`src/hdl/bsc_pkg.sv`:
```
// shared types and constants for the barometric compensation block
`default_nettype none
package bsc_pkg;
  localparam int unsigned CfgIdxW = 3;
  localparam int unsigned RawW = 19;
  localparam logic [CfgIdxW-1:0] REG_OFFSET = 3'd0;
  localparam logic [CfgIdxW-1:0] REG_SENS = 3'd1;
  localparam logic [CfgIdxW-1:0] REG_TSCALE = 3'd2;
  localparam logic [CfgIdxW-1:0] REG_TOFF = 3'd3;
  localparam logic [CfgIdxW-1:0] REG_QUAD = 3'd4;
  localparam logic [CfgIdxW-1:0] REG_CURVE = 3'd5;
  localparam logic [CfgIdxW-1:0] REG_OSS = 3'd6;
  localparam logic CMD_TEMP = 1'b0;
  localparam logic CMD_PRES = 1'b1;

  typedef struct packed {
    logic start;
    logic [31:0] num;
    logic [31:0] den;
  } div_req_t;

  typedef struct packed {
    logic done;
    logic [31:0] quo;
  } div_rsp_t;

  function automatic logic [31:0] sx16(input logic [15:0] v);
    return {{16{v[15]}}, v};
  endfunction
endpackage
`default_nettype wire

```
`src/hdl/bsc_if.sv`:
```
// valid/ready channel interfaces
`default_nettype none
interface bsc_in_if;
  logic valid;
  logic ready;
  logic cmd;
  logic [18:0] raw_reading;
  modport source(output valid, cmd, raw_reading, input ready);
  modport sink(input valid, cmd, raw_reading, output ready);
endinterface

interface bsc_out_if;
  logic valid;
  logic ready;
  logic kind;
  logic signed [31:0] value;
  logic divide_error;
  modport source(output valid, kind, value, divide_error, input ready);
  modport sink(input valid, kind, value, divide_error, output ready);
endinterface

interface bsc_cfg_if;
  logic valid;
  logic ready;
  logic [2:0] index;
  logic [47:0] data;
  modport source(output valid, index, data, input ready);
  modport sink(input valid, index, data, output ready);
endinterface
`default_nettype wire

```
`src/hdl/bsc_div.sv`:
```
// unsigned 32-bit restoring divider, one quotient bit per cycle
`default_nettype none
module bsc_div (
  input wire logic clk,
  input wire logic rst,
  input wire bsc_pkg::div_req_t req,
  output bsc_pkg::div_rsp_t rsp
);
  import bsc_pkg::*;
  logic [31:0] rem, quo, den;
  logic [5:0] cnt;
  logic busy;
  logic done;
  logic [33:0] trial;
  assign trial = {1'b0, rem, quo[31]} - {2'b00, den};
  always_ff @(posedge clk) begin
    if (rst) begin
      busy <= 1'b0;
      done <= 1'b0;
      cnt <= '0;
    end else begin
      done <= busy && !req.start && (cnt == 6'd1);
      if (req.start) begin
        busy <= 1'b1;
        rem <= '0;
        quo <= req.num;
        den <= req.den;
        cnt <= 6'd32;
      end else if (busy) begin
        if (!trial[33]) begin
          rem <= trial[31:0];
          quo <= {quo[30:0], 1'b1};
        end else begin
          rem <= {rem[30:0], quo[31]};
          quo <= {quo[30:0], 1'b0};
        end
        cnt <= cnt - 6'd1;
        if (cnt == 6'd1) begin
          busy <= 1'b0;
        end
      end
    end
  end
  assign rsp = '{done: done, quo: quo};
endmodule
`default_nettype wire

```
`src/hdl/barometric_sensor_compensation.sv`:
```
// top level: sequencer with one shared multiplier and a serial divider
// Usage notes:
//   in  channel: cmd (0 temperature, 1 pressure) and raw_reading, one beat per item.
//   out channel: kind, value and divide_error, one beat per input item.
//   cfg channel: index and data; always ready, write only while idle.
// Each item runs through a sequencer that issues one 32x32 multiply per step
// and one 32-bit division on a bit-serial divider.
// Most of the time from the input beat to the output beat is spent in the
// divider; a zero divisor ends the item early, before the divider starts.
// One item is in flight at a time; the next input beat can come in the
// cycle after the output beat.
// The result waits in an output register; in.ready stays low until that
// result beat is taken, so a stalled receiver stalls the input.
// Reset clears all coefficients, the stored temperature term and the
// sequencer; no result is pending afterward.
`default_nettype none
module barometric_sensor_compensation (
  input wire logic clk,
  input wire logic rst,
  bsc_in_if.sink in,
  bsc_out_if.source out,
  bsc_cfg_if.sink cfg
);
  import bsc_pkg::*;

  typedef enum logic [4:0] {
    S_IDLE, S_T1, S_T2, S_TDIV, S_TFIN,
    S_P1, S_P2, S_P3, S_P4, S_P5, S_P6, S_P7, S_P8, S_P9, S_PDIV,
    S_Q1, S_Q2, S_Q3, S_Q4, S_DONE
  } state_t;

  state_t state;
  logic [47:0] offset_coeffs;
  logic [15:0] sensitivity_coeff, temp_scale_coeff, temp_offset_coeff;
  logic [31:0] quadratic_coeffs, temp_curve_coeffs;
  logic [1:0] oversampling;
  logic [31:0] temperature_term;
  logic cmd;
  logic [18:0] raw;
  logic [31:0] b6, sq, ra, rb, rc, p, acc;
  logic neg;
  logic [31:0] ma, mb, prod;
  div_req_t dreq;
  div_rsp_t drsp;

  assign prod = ma * mb;
  bsc_div u_div (.clk(clk), .rst(rst), .req(dreq), .rsp(drsp));

  assign cfg.ready = 1'b1;
  assign in.ready = (state == S_IDLE) && !out.valid;

  function automatic logic [31:0] asr(input logic [31:0] v, input int n);
    return 32'($signed(v) >>> n);
  endfunction

  logic [31:0] ac1, ac2, ac3, b1, b2, mc, md, b3raw, b4, b7;
  assign ac1 = sx16(offset_coeffs[47:32]);
  assign ac2 = sx16(offset_coeffs[31:16]);
  assign ac3 = sx16(offset_coeffs[15:0]);
  assign b1 = sx16(quadratic_coeffs[31:16]);
  assign b2 = sx16(quadratic_coeffs[15:0]);
  assign mc = sx16(temp_curve_coeffs[31:16]);
  assign md = sx16(temp_curve_coeffs[15:0]);

  always_comb begin
    ma = b6;
    mb = b6;
    case (state)
      S_T1: begin ma = {13'd0, raw} - {16'd0, temp_offset_coeff}; mb = {16'd0, temp_scale_coeff}; end
      S_P1: begin ma = b6; mb = b6; end
      S_P2: begin ma = b2; mb = sq; end
      S_P3: begin ma = ac2; mb = b6; end
      S_P4: begin ma = ac3; mb = b6; end
      S_P5: begin ma = b1; mb = sq; end
      S_P6: begin ma = {16'd0, sensitivity_coeff}; mb = ra + 32'd32768; end
      S_P7: begin ma = {13'd0, raw} - rc; mb = 32'd50000 >> oversampling; end
      S_Q1: begin ma = asr(p, 8); mb = asr(p, 8); end
      S_Q2: begin ma = ra; mb = 32'd3038; end
      S_Q3: begin ma = 32'd0 - 32'd7357; mb = p; end
      default: begin ma = b6; mb = b6; end
    endcase
  end

  // b3 = sdiv(x, 4): truncate toward zero
  logic [31:0] b3x;
  assign b3x = ((ac1 * 32'd4 + acc) << oversampling) + 32'd2;
  assign b3raw = b3x[31] ? 32'd0 - ((32'd0 - b3x) >> 2) : (b3x >> 2);
  assign b4 = rb;
  assign b7 = ra;

  // temperature divisor
  logic [31:0] tden;
  assign tden = ra + md;

  always_ff @(posedge clk) begin
    if (rst) begin
      state <= S_IDLE;
      out.valid <= 1'b0;
      offset_coeffs <= '0;
      sensitivity_coeff <= '0;
      temp_scale_coeff <= '0;
      temp_offset_coeff <= '0;
      quadratic_coeffs <= '0;
      temp_curve_coeffs <= '0;
      oversampling <= '0;
      temperature_term <= '0;
      dreq <= '0;
    end else begin
      dreq.start <= ((state == S_T2) && (tden != 32'd0)) ||
                    ((state == S_P8) && (b4 != 32'd0));
      if (cfg.valid) begin
        case (cfg.index)
          REG_OFFSET: offset_coeffs <= cfg.data;
          REG_SENS: sensitivity_coeff <= cfg.data[15:0];
          REG_TSCALE: temp_scale_coeff <= cfg.data[15:0];
          REG_TOFF: temp_offset_coeff <= cfg.data[15:0];
          REG_QUAD: quadratic_coeffs <= cfg.data[31:0];
          REG_CURVE: temp_curve_coeffs <= cfg.data[31:0];
          REG_OSS: oversampling <= cfg.data[1:0];
          default: ;
        endcase
      end
      if (out.valid && out.ready) out.valid <= 1'b0;
      case (state)
        S_IDLE: if (in.valid && in.ready) begin
          cmd <= in.cmd;
          raw <= in.raw_reading;
          b6 <= temperature_term - 32'd4000;
          state <= (in.cmd == CMD_TEMP) ? S_T1 : S_P1;
        end
        S_T1: begin ra <= asr(prod, 15); state <= S_T2; end
        S_T2: begin
          rb <= tden;
          if (tden == 32'd0) begin
            out.kind <= cmd; out.value <= '0; out.divide_error <= 1'b1;
            state <= S_DONE;
          end else begin
            dreq.num <= mc[31] ? 32'd0 - (mc << 11) : (mc << 11);
            dreq.den <= tden[31] ? 32'd0 - tden : tden;
            neg <= mc[31] ^ tden[31];
            state <= S_TDIV;
          end
        end
        S_TDIV: if (drsp.done) begin
          rc <= ra + (neg ? 32'd0 - drsp.quo : drsp.quo);
          state <= S_TFIN;
        end
        S_TFIN: begin
          temperature_term <= rc;
          out.kind <= cmd; out.value <= asr(rc + 32'd8, 4); out.divide_error <= 1'b0;
          state <= S_DONE;
        end
        S_P1: begin sq <= asr(prod, 12); state <= S_P2; end
        S_P2: begin acc <= asr(prod, 11); state <= S_P3; end
        S_P3: begin acc <= acc + asr(prod, 11); state <= S_P4; end
        S_P4: begin rc <= b3raw; ra <= asr(prod, 13); state <= S_P5; end
        S_P5: begin ra <= asr(ra + asr(prod, 16) + 32'd2, 2); state <= S_P6; end
        S_P6: begin rb <= prod >> 15; state <= S_P7; end
        S_P7: begin ra <= prod; state <= S_P8; end
        S_P8: begin
          if (b4 == 32'd0) begin
            out.kind <= cmd; out.value <= '0; out.divide_error <= 1'b1;
            state <= S_DONE;
          end else begin
            dreq.num <= b7[31] ? b7 : (b7 << 1);
            dreq.den <= b4;
            neg <= b7[31];
            state <= S_PDIV;
          end
        end
        S_PDIV: if (drsp.done) begin
          p <= neg ? (drsp.quo << 1) : drsp.quo;
          state <= S_Q1;
        end
        S_Q1: begin ra <= prod; state <= S_Q2; end
        S_Q2: begin ra <= asr(prod, 16); state <= S_Q3; end
        S_Q3: begin
          out.kind <= cmd;
          out.value <= p + asr(ra + asr(prod, 16) + 32'd3791, 4);
          out.divide_error <= 1'b0;
          state <= S_DONE;
        end
        S_DONE: begin out.valid <= 1'b1; state <= S_IDLE; end
        default: state <= S_IDLE;
      endcase
    end
  end

  assert property (@(posedge clk) disable iff (rst) (state != S_IDLE) |-> !in.ready)
    else $error("input taken while busy");
  assert property (@(posedge clk) disable iff (rst)
    (out.valid && !out.ready) |=> out.valid)
    else $error("result dropped");
  assert property (@(posedge clk) disable iff (rst)
    (out.valid && out.divide_error) |-> (out.value == 32'sd0))
    else $error("error result not zero");
endmodule
`default_nettype wire
```
`src/flat_wrapper.sv`:
```
// flat-port wrapper written by rule: the top's interface ports become plain ports
module barometric_sensor_compensation_flat import bsc_pkg::*;
  (clk, rst, in_valid, in_cmd, in_raw_reading, in_ready, out_valid, out_kind, out_value, out_divide_error, out_ready, cfg_valid, cfg_index, cfg_data, cfg_ready);
  bsc_in_if in_i ();
  bsc_out_if out_i ();
  bsc_cfg_if cfg_i ();
  input wire logic clk;
  input wire logic rst;
  input wire logic [$bits(in_i.valid)-1:0] in_valid;
  input wire logic [$bits(in_i.cmd)-1:0] in_cmd;
  input wire logic [$bits(in_i.raw_reading)-1:0] in_raw_reading;
  output wire logic [$bits(in_i.ready)-1:0] in_ready;
  output wire logic [$bits(out_i.valid)-1:0] out_valid;
  output wire logic [$bits(out_i.kind)-1:0] out_kind;
  output wire logic [$bits(out_i.value)-1:0] out_value;
  output wire logic [$bits(out_i.divide_error)-1:0] out_divide_error;
  input wire logic [$bits(out_i.ready)-1:0] out_ready;
  input wire logic [$bits(cfg_i.valid)-1:0] cfg_valid;
  input wire logic [$bits(cfg_i.index)-1:0] cfg_index;
  input wire logic [$bits(cfg_i.data)-1:0] cfg_data;
  output wire logic [$bits(cfg_i.ready)-1:0] cfg_ready;
  assign in_i.valid = in_valid;
  assign in_i.cmd = in_cmd;
  assign in_i.raw_reading = in_raw_reading;
  assign in_ready = in_i.ready;
  assign out_valid = out_i.valid;
  assign out_kind = out_i.kind;
  assign out_value = out_i.value;
  assign out_divide_error = out_i.divide_error;
  assign out_i.ready = out_ready;
  assign cfg_i.valid = cfg_valid;
  assign cfg_i.index = cfg_index;
  assign cfg_i.data = cfg_data;
  assign cfg_ready = cfg_i.ready;
  barometric_sensor_compensation u_core (.clk(clk), .rst(rst), .in(in_i), .out(out_i), .cfg(cfg_i));
endmodule
```
`config.mk`:
```
export PLATFORM = sky130hd
export DESIGN_NAME = barometric_sensor_compensation_flat
export DESIGN_NICKNAME = d
export VERILOG_FILES = /design/src/hdl/bsc_pkg.sv /design/src/hdl/bsc_if.sv /design/src/hdl/bsc_div.sv /design/src/hdl/barometric_sensor_compensation.sv /design/src/flat_wrapper.sv
export SDC_FILE = /design/constraint.sdc
export NUM_CORES = 2
export LEC_CHECK = 0
export BUFFER_PORTS_ARGS = -buffer_cell sky130_fd_sc_hd__clkbuf_2
export CORE_ASPECT_RATIO = 0.9
export CORE_MARGIN = 2
export CORE_UTILIZATION = 30
export CTS_CLUSTER_SIZE = 8
export DETAILED_ROUTE_END_ITERATION = 7
export GPL_TIMING_DRIVEN = 0
export PLACE_DENSITY = 0.43
export SYNTH_ARGS = -nofsm -noshare
export SYNTH_HDL_FRONTEND = slang
export SYNTH_SLANG_ARGS = --single-unit
export TNS_END_PERCENT = 50
```
`constraint.sdc`:
```
create_clock -name clk -period 18.95 [get_ports clk]
set_input_delay 1.895 -clock clk [delete_from_list [all_inputs] [get_ports clk]]
set_output_delay 1.895 -clock clk [all_outputs]
set_load 0.01 [all_outputs]
```
### Word level (Yosys, flattened, before mapping)

Cells that the tools add are included.

* output and inout bits: 37
* register bits: 636
* memories: 0
* bits in read-only memories: 0
* bits of input ports: 76
* bits in latches: 0
* RAM bits: 0

* divide/modulo/power cells: 0
* shift operators: 2
* reduce and logical (&&, ||, !) cells: 50
* multiplexer cells: 47
* multipliers: 1
* equality and inequality tests: 31
* bitwise gates (word level): 2
* order comparisons: 0
* add/subtract/negate cells: 21

Operator list (number)
* $mux W32: 13
* $pmux W32 S10: 1
* $pmux W32 S7: 1
* $add A32 B32 Y32: 6
* $pmux W32 S2: 3
* $pmux W32 S5: 1
* $mux W64: 2
* $pmux W32 S4: 1
* $pmux W64 S2: 1
* $sub A1 B32 Y32 const A: 3
* $pmux W5 S16: 1
* $add A32 B2 Y32 const B: 2
* $logic_not A32 Y1: 2
* $reduce_bool A32 Y1: 2
* $eq A5 B4 Y1 const B: 7
* $sub A33 B32 Y34: 1
* $add A32 B12 Y32 const B: 1
* $add A32 B16 Y32 const B: 1
* $add A32 B4 Y32 const B: 1
* $mul A32 B32 Y32: 1
* $shl A32 B2 Y32: 1
* $shr A16 B2 Y32 const A: 1
* $sub A19 B32 Y32: 1
* $sub A32 B12 Y32 const B: 1
* 34 further kinds: 99

### Longest topological paths before layout

* depth in word-level cells: 8
* depth in mapped cells: 71
* gate-level depth less buffers: 70

### Modules after synthesis

A second synthesis with hierarchy kept.

* cells, all modules: 7329
* area total of the unflattened synthesis: 62621.3 sq um

By module, submodules not included
* barometric_sensor_compensation: times used 1, area an instance 56718.1 sq um, cells each 6819
* bsc_div: times used 1, area an instance 5903.2 sq um, cells each 510

### Worst setup path after synthesis

OpenSTA, ideal clock, no wires.

* path kind: register to register
* start: register u_core.state[4]
* end: register u_core.out.value[31] (data pin)
* data arrival time: 15.520 ns
* path buffers: 7
* setup slack: 3.160 ns
* stages on the path, launching flop included: 66
* period minus slack after synthesis: 15.790 ns
* path through: dfxtp_1 > clkbuf_1 > or3b_1 > clkbuf_1 > nor2_1 > clkbuf_1 > clkbuf_1 > buf_1 > clkbuf_1 > a222oi_1 > a31oi_1 > clkbuf_1 > nand2_1 > fa_1 > inv_1 > fa_1 > fa_1 > inv_1 > [... 30 more ...] > nand3b_1 > or2_2 > xnor2_1 > ha_1 > nand3_1 > nand2_1 > a41o_1 > o41ai_1 > o21ai_0 > o21ai_0 > nand2b_1 > a31oi_1 > o2111ai_1 > a21oi_1 > xnor2_1 > xnor2_1 > a2bb2oi_1 > o211ai_1

* cells in the longest elaborated chain, start to end: 8

RTL lines
* start, declared: line barometric_sensor_compensation.sv:32 `state_t state;`
* start signal, assigned: line barometric_sensor_compensation.sv:129 `state <= (in.cmd == CMD_TEMP) ? S_T1 : S_P1;`
* $eq A5 B3 Y1 / $eq A5 B4 Y1 (equally long branches): line barometric_sensor_compensation.sv:68 `case (state)`
* $reduce_or A2 Y1 (no line)
* $pmux W32 S7: line barometric_sensor_compensation.sv:68
* $mul A32 B32 Y32 *: line barometric_sensor_compensation.sv:46 `assign prod = ma * mb;`
* via u_core.prod[31]: line barometric_sensor_compensation.sv:42 `logic [31:0] ma, mb, prod;`
* $add A32 B32 Y32 *: line barometric_sensor_compensation.sv:179 `out.value <= p + asr(ra + asr(prod, 16) + 32'd3791, 4);`
* $add A32 B12 Y32 *: line barometric_sensor_compensation.sv:179
* $add A32 B32 Y32 *: line barometric_sensor_compensation.sv:179
* $pmux W32 S4 *: line barometric_sensor_compensation.sv:124 `case (state)`
* end signal, assigned: line barometric_sensor_compensation.sv:179
* end, declared: line bsc_if.sv:18 `modport source(output valid, kind, value, divide_error, input ready);`

The timed path passes the listed nets; every way through them passes the cells marked *.
A chain may end at the register's enable or synchronous reset.

### Worst setup path in the final report

* start: register u_core.state[1]
* end: register u_core.out.value[31] (data pin)

The elaborated chain is that of the path after synthesis.

==> run metrics <==
Rows 159; Die Width 486.6 um; CTS clk-pin slew, worst paths 60 ps; Yosys cell types 114; Routed Antenna Nets 0; Top FF cell, synth edfxtp_1; DR pass1 iterations 7; CTS H-tree depth 3; Tot GR Track Use 28.55%; start point of the critical path u_core.state[1]$_SDFFE_PP0P_; minimum clock period 18,280 ps; routed wire length per instance 29.54 um; CP Class flip-flop to flip-flop; Seq/Total Area, Yosys 26.03%; layout cell share with drive strength beyond 1 9.037%; residual DRC count 0; Core Footprint 208,500 um^2; synthesized net count 8,317; Placed Cells 10,326; Worst slew margin 0.1887%; RSZ-0062 raised after global routing no; final WL 310,400 um; R2R setup slack 670 ps; Cell Count, Final, Fillers Out 10,507; DR vias/cell 5.670; area grow syn2layout 13.66%; global route total overflow 0; Placed Instance Area 67,780 um^2; CP arrival 18,730 ps; Final Wtd Congestion 0.9953; initial antenna violation count 31; setup violators final 0; post-synth top area share 17.34%; Worst Hold Depth 0; largest net degree at the start of global routing 33; TritonCTS Buffers 93; Least-Margin Pin Slew 1490 ps; most used cell, CP xnor2_1; Iter 0 DRT Violations 6,948; finished layout cell area 71,460 um^2; slowest CP cell fa_1; Tcrit/Tclk final 96.49%; Final Slew Violations 0; Async SR Flop Fraction 0%; max incr delay on CP 550 ps; cell area after synthesis 62,870 um^2; Critical R2R Capture u_core.out.value[31]$_DFFE_PP_; Worst-Skew Late Latency 790 ps; Max Fclk 0.05469 GHz; HPWL Detailed 251,500 um; Synth area leader edfxtp_1; Initial Util 30.16%; Hold Path End u_core.u_div.den[5]$_DFFE_PP_; Setup Skew 98.40 ps; Vias 59,575; Hold Path Origin u_core.dreq[5]$_SDFFE_PP0P_; Die Ht 438.3 um; final net count 8,574; failing checks max-capacitance violations; Worst R2R Path Depth 65; hold crit path type flip-flop to flip-flop; Syn Inst Count 7,431; count leader, synth nand2_1; min setup slack post-route 665.2 ps; final hold vios 0; most frequent cells after synthesis 919 x nand2_1, 813 x nor2_1, 669 x inv_1; clock tree sinks 636; I/O pins 113; register bit total from synthesis 636; Crit. End Element flip-flop; vias in the first global route 56,067; largest cells by area after synthesis edfxtp_1 17%, fa_1 13%, dfxtp_1 8.7%, ha_1 7.8%, nand2_1 5.5%; FF/Latch Area 16,370 um^2; post-place setup slack -3537 ps; first-pass GRT wire length 434,400 um; syn avg cell area 8.461 um^2; CTS tree done; Ys Warns 0; CP Data Required Time 19,390 ps; CTS Hold Bufs 0; status finished, violations left; area of the multi-input gates 43,530 um^2; Die ar. 213,300 um^2; R2R Path Start u_core.state[1]$_SDFFE_PP0P_; CTS Buffer Depth 3; Port Buffer Count 110; startpoint types flip-flop; Fillers 22,054; Crit Path Max Fanout 29; hold slack 425.9 ps; number of flops mapped to enable cells by yosys 363; clock root buffer clkbuf_16; Max Cap Violations 1
[per-stage QoR]
step                TNS [ps]  utilization (%)
finish                     0            34.28
detailed placement    -43320            32.51
global placement     -123260            32.06
CTS                        0            34.03
floorplan                  0                -
global route               0            34.26
[final cells by class]
cell class	instances	area share, %
Antenna cell	13	0.04552
Clock inverter	13	0.2959
Sequential cell	636	22.90
Tap cell	2737	4.792
Multi-Input combinational cell	5784	60.91
Buffer	327	1.922
Timing Repair Buffer	176	1.940
Inverter	670	3.544
Clock buffer	151	3.647
[worst max-delay path: cells and delay by family, from the launching register on]
kind / cells / cell delay [ps]
xor+xnor: 17 / 4080
compound gates: 15 / 3250
simple gates: 13 / 3080
buf+inv: 10 / 2310
fa+ha+maj: 10 / 4790
flops: 1 / 400
[registers in the layout (all words and copies together) (netlist names), 32 cells and up]
signal                    cells
u_core.dreq                  65
u_core.offset_coeffs         48
u_core.acc                   32
u_core.b4                    32
u_core.b6                    32
u_core.b7                    32
u_core.out.value             32
u_core.p                     32
u_core.quadratic_coeffs      32
u_core.rc                    32
u_core.temp_curve_coeffs     32
u_core.temperature_term      32
u_core.u_div.den             32
u_core.u_div.quo             32
u_core.u_div.rem             32
[placed cells by master (no fill, tap or decap), types with 99 or more instances in the layout]
cell / count
a21oi_1: 517
clkbuf_1: 285
clkbuf_2: 162
dfxtp_1: 271
edfxtp_1: 363
fa_1: 417
ha_1: 391
inv_1: 666
nand2_1: 917
nand2b_1: 99
nand3_1: 143
nor2_1: 799
nor3_1: 156
o21ai_0: 250
xnor2_1: 332
xor2_1: 169
[cells by family (layout without fill, tap and decap cells)]
kind of cell / Yosys count / after routing / share of synthesized area (%)
AND/OR/NAND/NOR: 2649 / 2649 / 19.25
AO/OA/AOI/OAI: 1625 / 1625 / 17.07
buffers and inverters: 1011 / 1337 / 6.070
adder cells (fa/ha/maj): 811 / 811 / 21.11
flip-flops: 636 / 636 / 26.03
XOR/XNOR: 535 / 535 / 7.650
multiplexers: 163 / 163 / 2.810
other: 1 / 14 / 0.005964
[worst max path at each step]
| stage | to | slack, ps | depth (start not counted) |
|---|---|---|---|
| after floorplan | u_core.out.value[31]$_DFFE_PP_ | 3160 | 65 |
| after global placement | u_core.out.value[31]$_DFFE_PP_ | -5120 | 66 |
| after detailed placement | u_core.out.value[31]$_DFFE_PP_ | -3540 | 64 |
| after CTS | u_core.out.value[31]$_DFFE_PP_ | 110 | 68 |
| after global routing | u_core.out.value[31]$_DFFE_PP_ | 30 | 69 |
| final | u_core.out.value[31]$_DFFE_PP_ | 670 | 65 |
[repair_timing]
| action | 4_1_cts | 5_1_grt |
|---|---|---|
| gates resized for setup | 103 | 158 |
| pin swaps | 2 | 9 |
| endpoints found under the setup margin | 36 | 7 |
| buffers inserted | 4 | 14 |
[per-layer routing]
| layer | vias to the layer above | track usage (%) | wire length, um |
|---|---|---|---|
| met5 | - | 0 | 100 |
| met4 | 14 | 8.696 | 11310 |
| met3 | 479 | 6.449 | 31060 |
| met2 | 2854 | 39.96 | 123400 |
| met1 | 29843 | 42.92 | 144600 |
| li1 | 26385 | - | - |
Power is left out: the tool's default activity adds up to more than one toggle a clock period on the data nets, which glitch-free logic cannot reach.
